## src/design/kts_pkg.sv

```systemverilog
// kts_pkg: shared types, constants and codes for the keyframe track sampler
// no dependencies; used by kts_dp, kts_ctrl and keyframe_track_lerp_sampler
package kts_pkg;

	localparam int MAX_KEYS  = 64;
	localparam int KEY_AW    = $clog2(MAX_KEYS);
	localparam int FRAC_BITS = 16;
	localparam int DIV_STEPS = FRAC_BITS + 1;
	localparam int CNT_W     = $clog2(DIV_STEPS + 1);
	localparam int KC_W      = 7;

	// item codes
	localparam logic ACT_WRITE  = 1'b0;
	localparam logic ACT_SAMPLE = 1'b1;

	// configuration register indexes
	localparam logic CFG_KEY_COUNT = 1'b0;
	localparam logic CFG_EMPTY     = 1'b1;

	// result source codes
	localparam logic [1:0] SRC_EMPTY  = 2'd0;
	localparam logic [1:0] SRC_FIRST  = 2'd1;
	localparam logic [1:0] SRC_LAST   = 2'd2;
	localparam logic [1:0] SRC_INTERP = 2'd3;

	// output value selection
	typedef enum logic [1:0] {
		PICK_EMPTY = 2'd0,
		PICK_RD    = 2'd1,
		PICK_LAST  = 2'd2,
		PICK_RES   = 2'd3
	} pick_t;

	typedef struct packed {
		logic        action;
		logic [5:0]  key_index;
		logic [31:0] key_time;
		logic signed [31:0] key_x;
		logic signed [31:0] key_y;
		logic signed [31:0] key_z;
		logic [31:0] sample_time;
	} in_t;

	typedef struct packed {
		logic signed [31:0] out_x;
		logic signed [31:0] out_y;
		logic signed [31:0] out_z;
		logic [1:0]  source;
	} out_t;

	// one stored keyframe
	typedef struct packed {
		logic [31:0] ktime;
		logic [31:0] x;
		logic [31:0] y;
		logic [31:0] z;
	} key_t;

	localparam int KEY_W = $bits(key_t);

	typedef struct packed {
		logic              wr;
		logic              ld_t;
		logic              ld_prev;
		logic              ld_last;
		logic              ld_next;
		logic              div_init;
		logic              div_step;
		logic              mul_step;
		logic [1:0]        comp;
		logic              out_ld;
		pick_t             pick;
		logic [1:0]        src;
		logic [KEY_AW-1:0] raddr;
	} cmd_t;

	typedef struct packed {
		logic t_le_rd;
		logic t_ge_rd;
		logic bracket;
	} sts_t;

endpackage

```

## src/design/kts_ctrl.sv

```systemverilog
// kts_ctrl: sequencer for key writes, clamp checks, key scan, divide and multiply
// depends on kts_pkg
module kts_ctrl (
	input  logic          clk,
	input  logic          arst_n,
	input  logic          start,
	input  logic          action,
	input  logic          cfg_valid,
	input  logic          cfg_index,
	input  logic [31:0]   cfg_data,
	input  kts_pkg::sts_t sts,
	output kts_pkg::cmd_t cmd,
	output logic          busy
);

	typedef enum logic [6:0] {
		S_IDLE      = 7'b0000001,
		S_CHK_FIRST = 7'b0000010,
		S_CHK_LAST  = 7'b0000100,
		S_SCAN      = 7'b0001000,
		S_DIV       = 7'b0010000,
		S_MUL       = 7'b0100000,
		S_OUT       = 7'b1000000
	} state_t;

	state_t state_q, state_d;
	logic [kts_pkg::KC_W-1:0]   count_q, n;
	logic [kts_pkg::KEY_AW-1:0] idx_q, idx_d, last;
	logic [kts_pkg::CNT_W-1:0]  cnt_q, cnt_d;

	// effective key count and last slot
	assign n    = (count_q > kts_pkg::KC_W'(kts_pkg::MAX_KEYS)) ?
	              kts_pkg::KC_W'(kts_pkg::MAX_KEYS) : count_q;
	assign last = kts_pkg::KEY_AW'(n - 1'b1);
	assign busy = state_q != S_IDLE;

	// next state and commands
	always_comb begin
		state_d = state_q;
		idx_d   = idx_q;
		cnt_d   = cnt_q;
		cmd     = '0;
		cmd.pick = kts_pkg::PICK_EMPTY;
		case (state_q)
			S_IDLE: begin
				if (start) begin
					if (action == kts_pkg::ACT_WRITE) begin
						cmd.wr = 1'b1;
					end else begin
						cmd.ld_t = 1'b1;
						if (n == '0) begin
							cmd.out_ld = 1'b1;
							cmd.pick   = kts_pkg::PICK_EMPTY;
							cmd.src    = kts_pkg::SRC_EMPTY;
						end else begin
							cmd.raddr = '0;
							state_d   = S_CHK_FIRST;
						end
					end
				end
			end
			S_CHK_FIRST: begin
				if (sts.t_le_rd) begin
					cmd.out_ld = 1'b1;
					cmd.pick   = kts_pkg::PICK_RD;
					cmd.src    = kts_pkg::SRC_FIRST;
					state_d    = S_IDLE;
				end else begin
					cmd.ld_prev = 1'b1;
					cmd.raddr   = last;
					state_d     = S_CHK_LAST;
				end
			end
			S_CHK_LAST: begin
				cmd.ld_last = 1'b1;
				if (sts.t_ge_rd) begin
					cmd.out_ld = 1'b1;
					cmd.pick   = kts_pkg::PICK_RD;
					cmd.src    = kts_pkg::SRC_LAST;
					state_d    = S_IDLE;
				end else begin
					cmd.raddr = kts_pkg::KEY_AW'(1);
					idx_d     = kts_pkg::KEY_AW'(1);
					state_d   = S_SCAN;
				end
			end
			S_SCAN: begin
				if (sts.bracket) begin
					cmd.ld_next  = 1'b1;
					cmd.div_init = 1'b1;
					cnt_d        = '0;
					state_d      = S_DIV;
				end else if (idx_q == last) begin
					cmd.out_ld = 1'b1;
					cmd.pick   = kts_pkg::PICK_LAST;
					cmd.src    = kts_pkg::SRC_LAST;
					state_d    = S_IDLE;
				end else begin
					cmd.ld_prev = 1'b1;
					cmd.raddr   = idx_q + 1'b1;
					idx_d       = idx_q + 1'b1;
				end
			end
			S_DIV: begin
				cmd.div_step = 1'b1;
				cnt_d        = cnt_q + 1'b1;
				if (cnt_q == kts_pkg::CNT_W'(kts_pkg::DIV_STEPS - 1)) begin
					cnt_d   = '0;
					state_d = S_MUL;
				end
			end
			S_MUL: begin
				cmd.mul_step = 1'b1;
				cmd.comp     = cnt_q[1:0];
				cnt_d        = cnt_q + 1'b1;
				if (cnt_q == kts_pkg::CNT_W'(2)) state_d = S_OUT;
			end
			S_OUT: begin
				cmd.out_ld = 1'b1;
				cmd.pick   = kts_pkg::PICK_RES;
				cmd.src    = kts_pkg::SRC_INTERP;
				state_d    = S_IDLE;
			end
			default: state_d = S_IDLE;
		endcase
	end

	// state, counters and key count register
	always_ff @(posedge clk or negedge arst_n) begin
		if (!arst_n) begin
			state_q <= S_IDLE;
			idx_q   <= '0;
			cnt_q   <= '0;
			count_q <= '0;
		end else begin
			state_q <= state_d;
			idx_q   <= idx_d;
			cnt_q   <= cnt_d;
			if (cfg_valid && cfg_index == kts_pkg::CFG_KEY_COUNT) begin
				count_q <= cfg_data[kts_pkg::KC_W-1:0];
			end
		end
	end

endmodule

```

## config.mk

```make
export PLATFORM = sky130hd
export DESIGN_NAME = kts_ctrl
export DESIGN_NICKNAME = d
export VERILOG_FILES = /design/src/design/kts_pkg.sv /design/src/design/kts_ctrl.sv
export SDC_FILE = /design/constraint.sdc
export NUM_CORES = 1
export LEC_CHECK = 0
export ABC_AREA = 1
export ABC_CLOCK_PERIOD_IN_PS = 2900
export BUFFER_PORTS_ARGS = -buffer_cell sky130_fd_sc_hd__buf_2
export CAP_MARGIN = 20
export CORE_MARGIN = 5
export CORE_UTILIZATION = 50
export CTS_CLUSTER_SIZE = 14
export DETAILED_ROUTE_END_ITERATION = 8
export GPL_TIMING_DRIVEN = 1
export PLACE_DENSITY = 0.89
export SLEW_MARGIN = 30
export SYNTH_ARGS = -nofsm -noshare
export SYNTH_HDL_FRONTEND = slang
export SYNTH_SLANG_ARGS = --single-unit
```

## constraint.sdc

```tcl
create_clock -name clk -period 2.9 [get_ports clk]
set_clock_uncertainty 0.2 [all_clocks]
set_input_delay 0.145 -clock clk [delete_from_list [all_inputs] [get_ports clk]]
set_output_delay 0.145 -clock clk [all_outputs]
set_load 0.01 [all_outputs]
```

Word level (Yosys, flattened, before mapping)
Cells that the tools add are included.
- register bits after elaboration: 25
- input port bits: 41
- word-level logic and storage cells: 80
- output and inout port bits: 22
- bitwise gates (word level): 1
- mux-type cells: 43
- reduce and logical (&&, ||, !) cells: 7
- equal/unequal tests: 21
- magnitude comparators: 1
- add/subtract/negate cells: 3
- operator list (kind ; count):
    7-bit 2-to-1 mux ; 8
    7-bit one-hot mux with 6 select lines ; 1
    11-bit 2-to-1 mux ; 3
    5-bit 2-to-1 mux ; 6
    6-bit 2-to-1 mux ; 5
    5-bit one-hot mux with 5 select lines ; 1
    6-bit one-hot mux with 4 select lines ; 1
    2-bit inequality test, second input constant ; 9
    5-bit one-hot mux with 3 select lines ; 1
    6-bit one-hot mux with 2 select lines ; 1
    1-bit 2-to-1 mux ; 8
    2-bit 2-to-1 mux ; 4
    7-bit by 1-bit == test with 1-bit output, second input constant ; 1
    7-bit by 2-bit == test with 1-bit output, second input constant ; 1
    7-bit by 3-bit == test with 1-bit output, second input constant ; 1
    7-bit by 4-bit == test with 1-bit output, second input constant ; 1
    7-bit by 5-bit == test with 1-bit output, second input constant ; 1
    7-bit by 6-bit == test with 1-bit output, second input constant ; 1
    7-bit == test, second input constant ; 1
    7-bit > comparator, second input constant ; 1
    7-bit logical NOT ; 1
    7-bit by 1-bit inequality test with 1-bit output, second input constant ; 1
    6-bit by 1-bit adder with 6-bit output, second input constant ; 1
    6-bit == test ; 1
    15 further kinds ; 16

Depth between registers and ports, before layout
Gate-level depths: netlist (run 1).
- word-level depth: 7
- gate-level depth with buffers: 16
- depth with buffers taken out: 16

Worst setup path before layout (run 1)
Ideal clock, no wire load.
- path type: reg2out
- start point: register count_q[4] (netlist bit)
- end point: output cmd[18] (netlist bit)
- cell stages (with the launch flop): 13
- data arrival time: 2.023 ns
- path buffers: 1
- required time: 2.555 ns
- setup slack: 0.532 ns
- path through: dfrtp_1 nor2_1 nand3_2 nand2_4 nand2_4 ha_1 xor2_1 nand3_1 nor2_1 nand3_1 o21bai_4 buf_6 o21ai_0
- RTL lines (what ; line ; source):
    start, declared ; kts_ctrl.sv:27 ; logic [kts_pkg::KC_W-1:0] count_q, n;
    start signal, assigned ; kts_ctrl.sv:140 ; count_q <= cfg_data[kts_pkg::KC_W-1:0];
    end, declared ; kts_ctrl.sv:12 ; output kts_pkg::cmd_t cmd,

==> out/results.ini, run 1 <==
[status]
status = complete, but fails checks
violations = negative setup slack

[layout]
register_area_sq_um = 627
post-route-cell-area_sq_mm = 0.00228
syn2layout_area_growth_pct = 29.4
drive_gt1_share_pct = 25.9
multi_input_area_sq_mm = 0.00102
fillers = 280
antenna_cells = 0
finish.utilization_pct = 67.7
final_net_count = 356

[sta]
fmax_mhz = 344
hold_viol_final = 0
fin_hold_ws_ns = 0.0820
max-slew-margin-rel_pct = 51.9
postLayoutSetupSlackWorst_ns = -0.00788
setup_viol = 3
drv_slew = 0
tightest_slew_ns = 0.715
post-route-period-util_pct = 100
rsz0062_at_grt = true
min_period_ns = 2.91

[critical_path]
critPathLaunchType = flip-flop
crit_fanout = 4
cp_data_arrival_time_ns = 2.56
timing.rr.end = idx_q[3]
rr_startpoint = count_q[5]
worstRegToRegCells = 15
cp.required_ns = 2.56
cp-end-kind = output pin
r2r_slack_ns = 0.32
crit_type = flip-flop to output pin
crit_end = cmd[2]
crit_path_start = count_q[5]

[power]
sw_frac_of_total_pct = 42.9
pwr-share-comb_pct = 46.6
p_sw_uw = 522
peakVddDrop_uv = 243
clkPwrFrac_pct = 14.3
seq_power_share_pct = 39.1
pwr_density_cell_mw_per_mm2 = 534
power_mw = 1.22
p_int_uw = 694
p_leak_nw = 1.29

[global_route]
grt_pass1_wl_mm = 7.90
grt_max_degree = 26
grt_pass1_vias = 1771
antenna_found_initial = 0
overflow = 0
gr-usage-all-layers_pct = 19.6

[route]
vias = 1952
drt-total-wl_mm = 5.16
routed_via_density = 5.50
drt_iter0_drc = 205
ant_nets = 0
wl_per_cell_um = 14.5
first_pass_iters = 6
drc_errors = 0

[flow_run]
drv_cap = 0

[place]
place_area_sq_mm = 0.00199
place_ws_ns = 0.0877
port_buffers = 37
dpl.hpwl_mm = 3.34
place_congestion = 0.953

[synth]
ys_seq_area_share_pct = 35.6
synth_top_area_share_pct = 34.1
synthTopCellsByArea = dfrtp_1, nand2_1, nand3_1
synthesis.nets = 294
netlist_instances = 248
ys.flop_type = dfrtp_1
synth-edff-count = 0
synth_most_common_cell = nand2_1
avgSynthCellArea_sq_um = 7.10
yosysTopAreaCell = dfrtp_1
ys_types = 28
async_reset_ff_share_pct = 100
synth_area_sq_mm = 0.00176
ys_warn_count = 0
synthTopCellsByCount = nand2_1, inv_1, nand3_1
ys_ff_latch = 25

[clocking]
cts_made_buffers = 3
cts_max_path_buffers = 2
path_clk_slew_ns = 0.16
cts_tree = done
root_buffer = clkbuf_4
cts.htree.levels = 1
cts_sinks = 25
insertion_delay_ns = 0.33

[floorplanning]
start_util_pct = 52.3
die-area_sq_mm = 0.00481
rows = 21
die_width_um = 69.3
die_h_um = 69.3
fp.coreArea_sq_mm = 0.00336
top_level_ports = 63

[hold_path]
hold_path_class = input pin to flip-flop

==> kinds of logic (layout without fill, tap and decap cells) <==
| group | count (synthesis) | after routing | synth area share [%] |
|---|---|---|---|
| xor+xnor | 6 | 6 | 2.99 |
| compound gates | 18 | 18 | 6.33 |
| mux | 6 | 6 | 3.84 |
| fa+ha+maj | 5 | 5 | 3.55 |
| buf+inv | 44 | 105 | 10.2 |
| simple gates | 144 | 144 | 37.5 |
| flops | 25 | 25 | 35.6 |
==> cells in the final DEF (no fill, tap or decap), types with 3 or more instances in the layout <==
master	count
nand2_1	57
nand3_1	36
ha_1	4
o21ai_1	4
o21ai_0	3
dlygate4sd3_1	12
a21oi_1	6
inv_1	39
mux2_2	6
nand4_1	3
nor2_2	4
xor2_1	6
buf_2	37
nand3_2	5
nor2_1	23
nor3_1	4
dfrtp_1	24
buf_4	11
clkbuf_4	3
==> metal layers <==
| layer | share of wire [%] | global-route usage [%] |
|---|---|---|
| met1 | 39 | 24.6 |
| met2 | 48 | 32.9 |
| met3 | 8.0 | 2.03 |
| met4 | 4.7 | 10.2 |
| met5 | 0 | 0 |
==> worst min path at each step <==
stage / endpoint / startpoint / cells past startpoint
after global placement: count_q[2] / arst_n / 1
after global routing: state_q[3] / sts[1] / 4
after floorplan: cnt_q[0] / arst_n / 0
final: count_q[6] / cfg_valid / 3
after detailed placement: count_q[1] / arst_n / 1
after CTS: state_q[3] / sts[1] / 4
==> worst max-delay path, cell delays in order, from the launching register on <==
cell and delay [ns]:
dfrtp_1 0.43, nor2_2 0.16, nand3_2 0.12, nand2_4 0.11, nand2_4 0.08, ha_4 0.17
nand2_1 0.08, nand3_1 0.15, nand2_1 0.13, nand2_1 0.06, nand2_1 0.12, nand3_4 0.12
nor2_4 0.15, inv_2 0.08, nand3_2 0.07, nand2_1 0.05, buf_2 0.13
==> final cells by class <==
cell class | instances | area share (%)
Tap cell | 46 | 2.53
Timing Repair Buffer | 60 | 17.0
Multi-Input combinational cell | 179 | 44.8
Sequential cell | 25 | 27.5
Clock inverter | 1 | 0.330
Inverter | 41 | 6.76
Clock buffer | 3 | 0.989
==> registers in the layout, summed over array words and instances, names as in the netlist <==
name / cells
count_q: 7
state_q: 7
idx_q: 6
cnt_q: 5
==> power by group through the flow <==
stage	Clock (mW)	Sequential [mW]	Combinational (mW)
final	0.174	0.475	0.567
after global routing	0.182	0.485	0.631
after CTS	0.172	0.472	0.518
after detailed placement	0	0.481	0.465
after global placement	0	0.479	0.445
after floorplan	0	0.469	0.338
==> metrics by stage <==
step | setup TNS (ns) | instances
floorplan | 0 | 248
global placement | 0 | 330
detailed placement | 0 | 330
CTS | 0 | 350
global route | -0.673 | 355
finish | -0.0173 | 355
==> timing repair <==
item | in CTS | in global routing
cloned | 0 | 0
setup buffers | 4 | 5
hold buffers | 12 | 0
hold endpoints to repair | 38 | 0
resized for setup | 7 | 11
endpoints found under the setup margin | 10 | 10
pin swaps | 4 | 7
Power figures use the tool's default switching activity.
==> run 2: changes to the inputs <==
- PLACE_DENSITY: 0.89 -> 0.8
==> out/results.ini, run 2 (same netlist as run 1, synthesis figures left out) <==
[status]
status = complete, but fails checks  ; unchanged
violations = negative setup slack  ; unchanged

[sta]
setup_viol = 8  ; was 3
min_period_ns = 2.93  ; was 2.91 ns
post-route-period-util_pct = 101  ; was 100%
fin_hold_ws_ns = 0.0247  ; was 0.0820 ns
rsz0062_at_grt = true  ; unchanged
drv_slew = 0  ; unchanged
setup-tns-final_ns = -0.105  ; was -0.0173 ns
hold_viol_final = 0  ; unchanged
max-slew-margin-rel_pct = 54.9  ; was 51.9%
tightest_slew_ns = 0.670  ; was 0.715 ns
fmax_mhz = 342  ; was 344 MHz
postLayoutSetupSlackWorst_ns = -0.0278  ; was -0.00788 ns

[critical_path]
cp-end-kind = output pin  ; unchanged
cp_top_family = simple AND/OR/NAND/NOR gates  ; unchanged
crit_top_cell = nand2_1  ; unchanged
worstRegToRegCells = 14  ; was 15
cp.required_ns = 2.56  ; about the same
crit_type = flip-flop to output pin  ; unchanged
worstPathCellList = nor2_2 -> nand3_2 -> nand2_4 -> nand2_8 -> ha_4 -> nand2_1 -> inv_1 -> nand2_1 -> nand2_1 -> nand2_1 -> nand2_2 -> nand3_4 -> nor2_4 -> inv_2 -> nand3_2 -> nand2_2 -> buf_6  ; was nor2_2 -> nand3_2 -> nand2_4 -> nand2_4 -> ha_4 -> nand2_1 -> nand3_1 -> nand2_1 -> nand2_1 -> nand2_1 -> nand3_4 -> nor2_4 -> inv_2 -> nand3_2 -> nand2_1 -> buf_2
cp.buffers_inverters = 3  ; was 2
critPathLaunchType = flip-flop  ; unchanged
slowest_stage = dfrtp_1  ; unchanged
crit_path_max_incr_delay_ns = 0.43  ; about the same
cp_data_arrival_time_ns = 2.58  ; was 2.56 ns
cp.depth = 17  ; was 16
crit_fanout = 4  ; unchanged

[power]
p_int_uw = 704  ; was 694 uW
peakVddDrop_uv = 335  ; was 243 uV
p_leak_nw = 1.32  ; was 1.29 nW
sw_frac_of_total_pct = 43.2  ; was 42.9%
seq_power_share_pct = 38.6  ; was 39.1%
p_sw_uw = 535  ; was 522 uW
pwr-share-comb_pct = 47.9  ; was 46.6%
pwr_density_cell_mw_per_mm2 = 532  ; was 534 mW/mm^2
power_mw = 1.24  ; was 1.22 mW
clkPwrFrac_pct = 13.5  ; was 14.3%

[route]
drt-total-wl_mm = 5.44  ; was 5.16 mm
drc_errors = 0  ; unchanged
drt_iter0_drc = 159  ; was 205
ant_nets = 0  ; unchanged
vias = 2039  ; was 1952
wl_per_cell_um = 15.2  ; was 14.5 um
routed_via_density = 5.68  ; was 5.50
first_pass_iters = 5  ; was 6

[clocking]
cts.htree.levels = 1  ; unchanged
root_buffer = clkbuf_4  ; unchanged
cts_made_buffers = 3  ; unchanged
cts_max_path_buffers = 2  ; unchanged
insertion_delay_ns = 0.33  ; about the same
cts_sinks = 25  ; unchanged
cts_tree = done  ; unchanged
path_clk_slew_ns = 0.15  ; was 0.16 ns

[layout]
fillers = 264  ; was 280
antenna_cells = 0  ; unchanged
final_net_count = 360  ; was 356
reg_top3 = count_q x7, state_q x7, idx_q x6  ; unchanged
final_common_cell = nand2_1  ; unchanged
drive_gt1_share_pct = 27.8  ; was 25.9%
post-route-cell-area_sq_mm = 0.00233  ; was 0.00228 sq mm
syn2layout_area_growth_pct = 32.4  ; was 29.4%
layout_common_cells = nand2_1, inv_1, nand3_1, buf_2, dfrtp_1  ; was nand2_1, inv_1, buf_2

[floorplanning]
rows = 21  ; unchanged
start_util_pct = 52.3  ; unchanged
die-area_sq_mm = 0.00481  ; unchanged
fp.coreArea_sq_mm = 0.00336  ; unchanged
top_level_ports = 63  ; unchanged
die_width_um = 69.3  ; unchanged
die_h_um = 69.3  ; unchanged

[global_route]
grt_pass1_vias = 1858  ; was 1771
grt_pass1_wl_mm = 8.20  ; was 7.90 mm
overflow = 0  ; unchanged
grt_max_degree = 26  ; unchanged
antenna_found_initial = 0  ; unchanged
gr-usage-all-layers_pct = 20.6  ; was 19.6%

[place]
port_buffers = 37  ; unchanged
dpl.hpwl_mm = 3.31  ; was 3.34 mm
place_congestion = 0.865  ; was 0.953
place_area_sq_mm = 0.00201  ; was 0.00199 sq mm
place_ws_ns = 0.126  ; was 0.0877 ns

[hold_path]
min_path_cells = 4  ; was 3
hold_path_class = input pin to flip-flop  ; unchanged

[flow_run]
drv_cap = 0  ; unchanged

[run 2: cell count changes in the layout (fill, tap and decap cells not counted), moves of 2 or more]
| cell | change |
|---|---|
| o21ai_2 | +2 |
| nand2_2 | +2 |
| buf_4 | +4 |
| nand2_1 | -2 |
[run 2: final cells by class]
type	count	area (sq um)	area share [%]
tap	46	57.6	2.47
multi-input combinational	179	1040	44.7
clock inverter	1	5.00	0.215
sequential	25	627	26.9
inverter	41	154	6.60
timing repair buffer	64	424	18.2
clock buffer	3	22.5	0.966
[run 2: repair_timing]
action,4_1_cts,5_1_grt
setup endpoints to repair,10,10
buffers inserted,4,7
pin swaps,4,14
gates resized for setup,6,19
endpoints found under the hold margin,38,0
hold buffers,12,0
[run 2: power groups by stage]
| stage | clock network (mW) | logic (mW) | registers (mW) |
|---|---|---|---|
| after global placement | 0 | 0.459 | 0.481 |
| after global routing | 0.184 | 0.667 | 0.489 |
| after floorplan | 0 | 0.338 | 0.469 |
| after CTS | 0.167 | 0.527 | 0.473 |
| final | 0.167 | 0.594 | 0.478 |
| after detailed placement | 0 | 0.471 | 0.483 |
[run 2: routing by layer]
layer	wire (um)	part of all wire, %	vias to the layer above	track usage, %
met5	0	0	-	0
met1	2080	38	909	25.2
met3	540	9.9	40	2.17
met4	297	5.5	0	11.3
li1	-	-	934	-
met2	2520	46	156	35.0
[run 2: worst reg2reg max path, stage by stage (launching register included)]
cell and delay [ns]:
dfrtp_1 0.43, nor2_2 0.16, nand3_2 0.13, nand2_4 0.13, nand2_8 0.07, ha_4 0.27, xor2_1 0.15, nand3_1 0.10
nor2_2 0.17, nand3_4 0.12, o21bai_4 0.27, buf_4 0.16, buf_4 0.11, nand3_1 0.07, nand2_1 0.07
[run 2: worst paths after layout]
path                             from          to  slack, ns
max                        count_q[0]      cmd[4]      -0.03
min                            sts[1]  state_q[3]       0.02
max reg2reg                count_q[0]    idx_q[4]       0.25
min reg2reg                  cnt_q[0]    cnt_q[0]       0.34
max in group asynchronous      arst_n    idx_q[4]       1.97
min in group asynchronous      arst_n    idx_q[3]       0.15
[run 2: per-stage QoR]
step	instances	utilization [%]
final	359	69.3
after global routing	359	69.3
after CTS	352	65.8
after detailed placement	332	59.7
after global placement	332	59.7
after floorplan	248	-
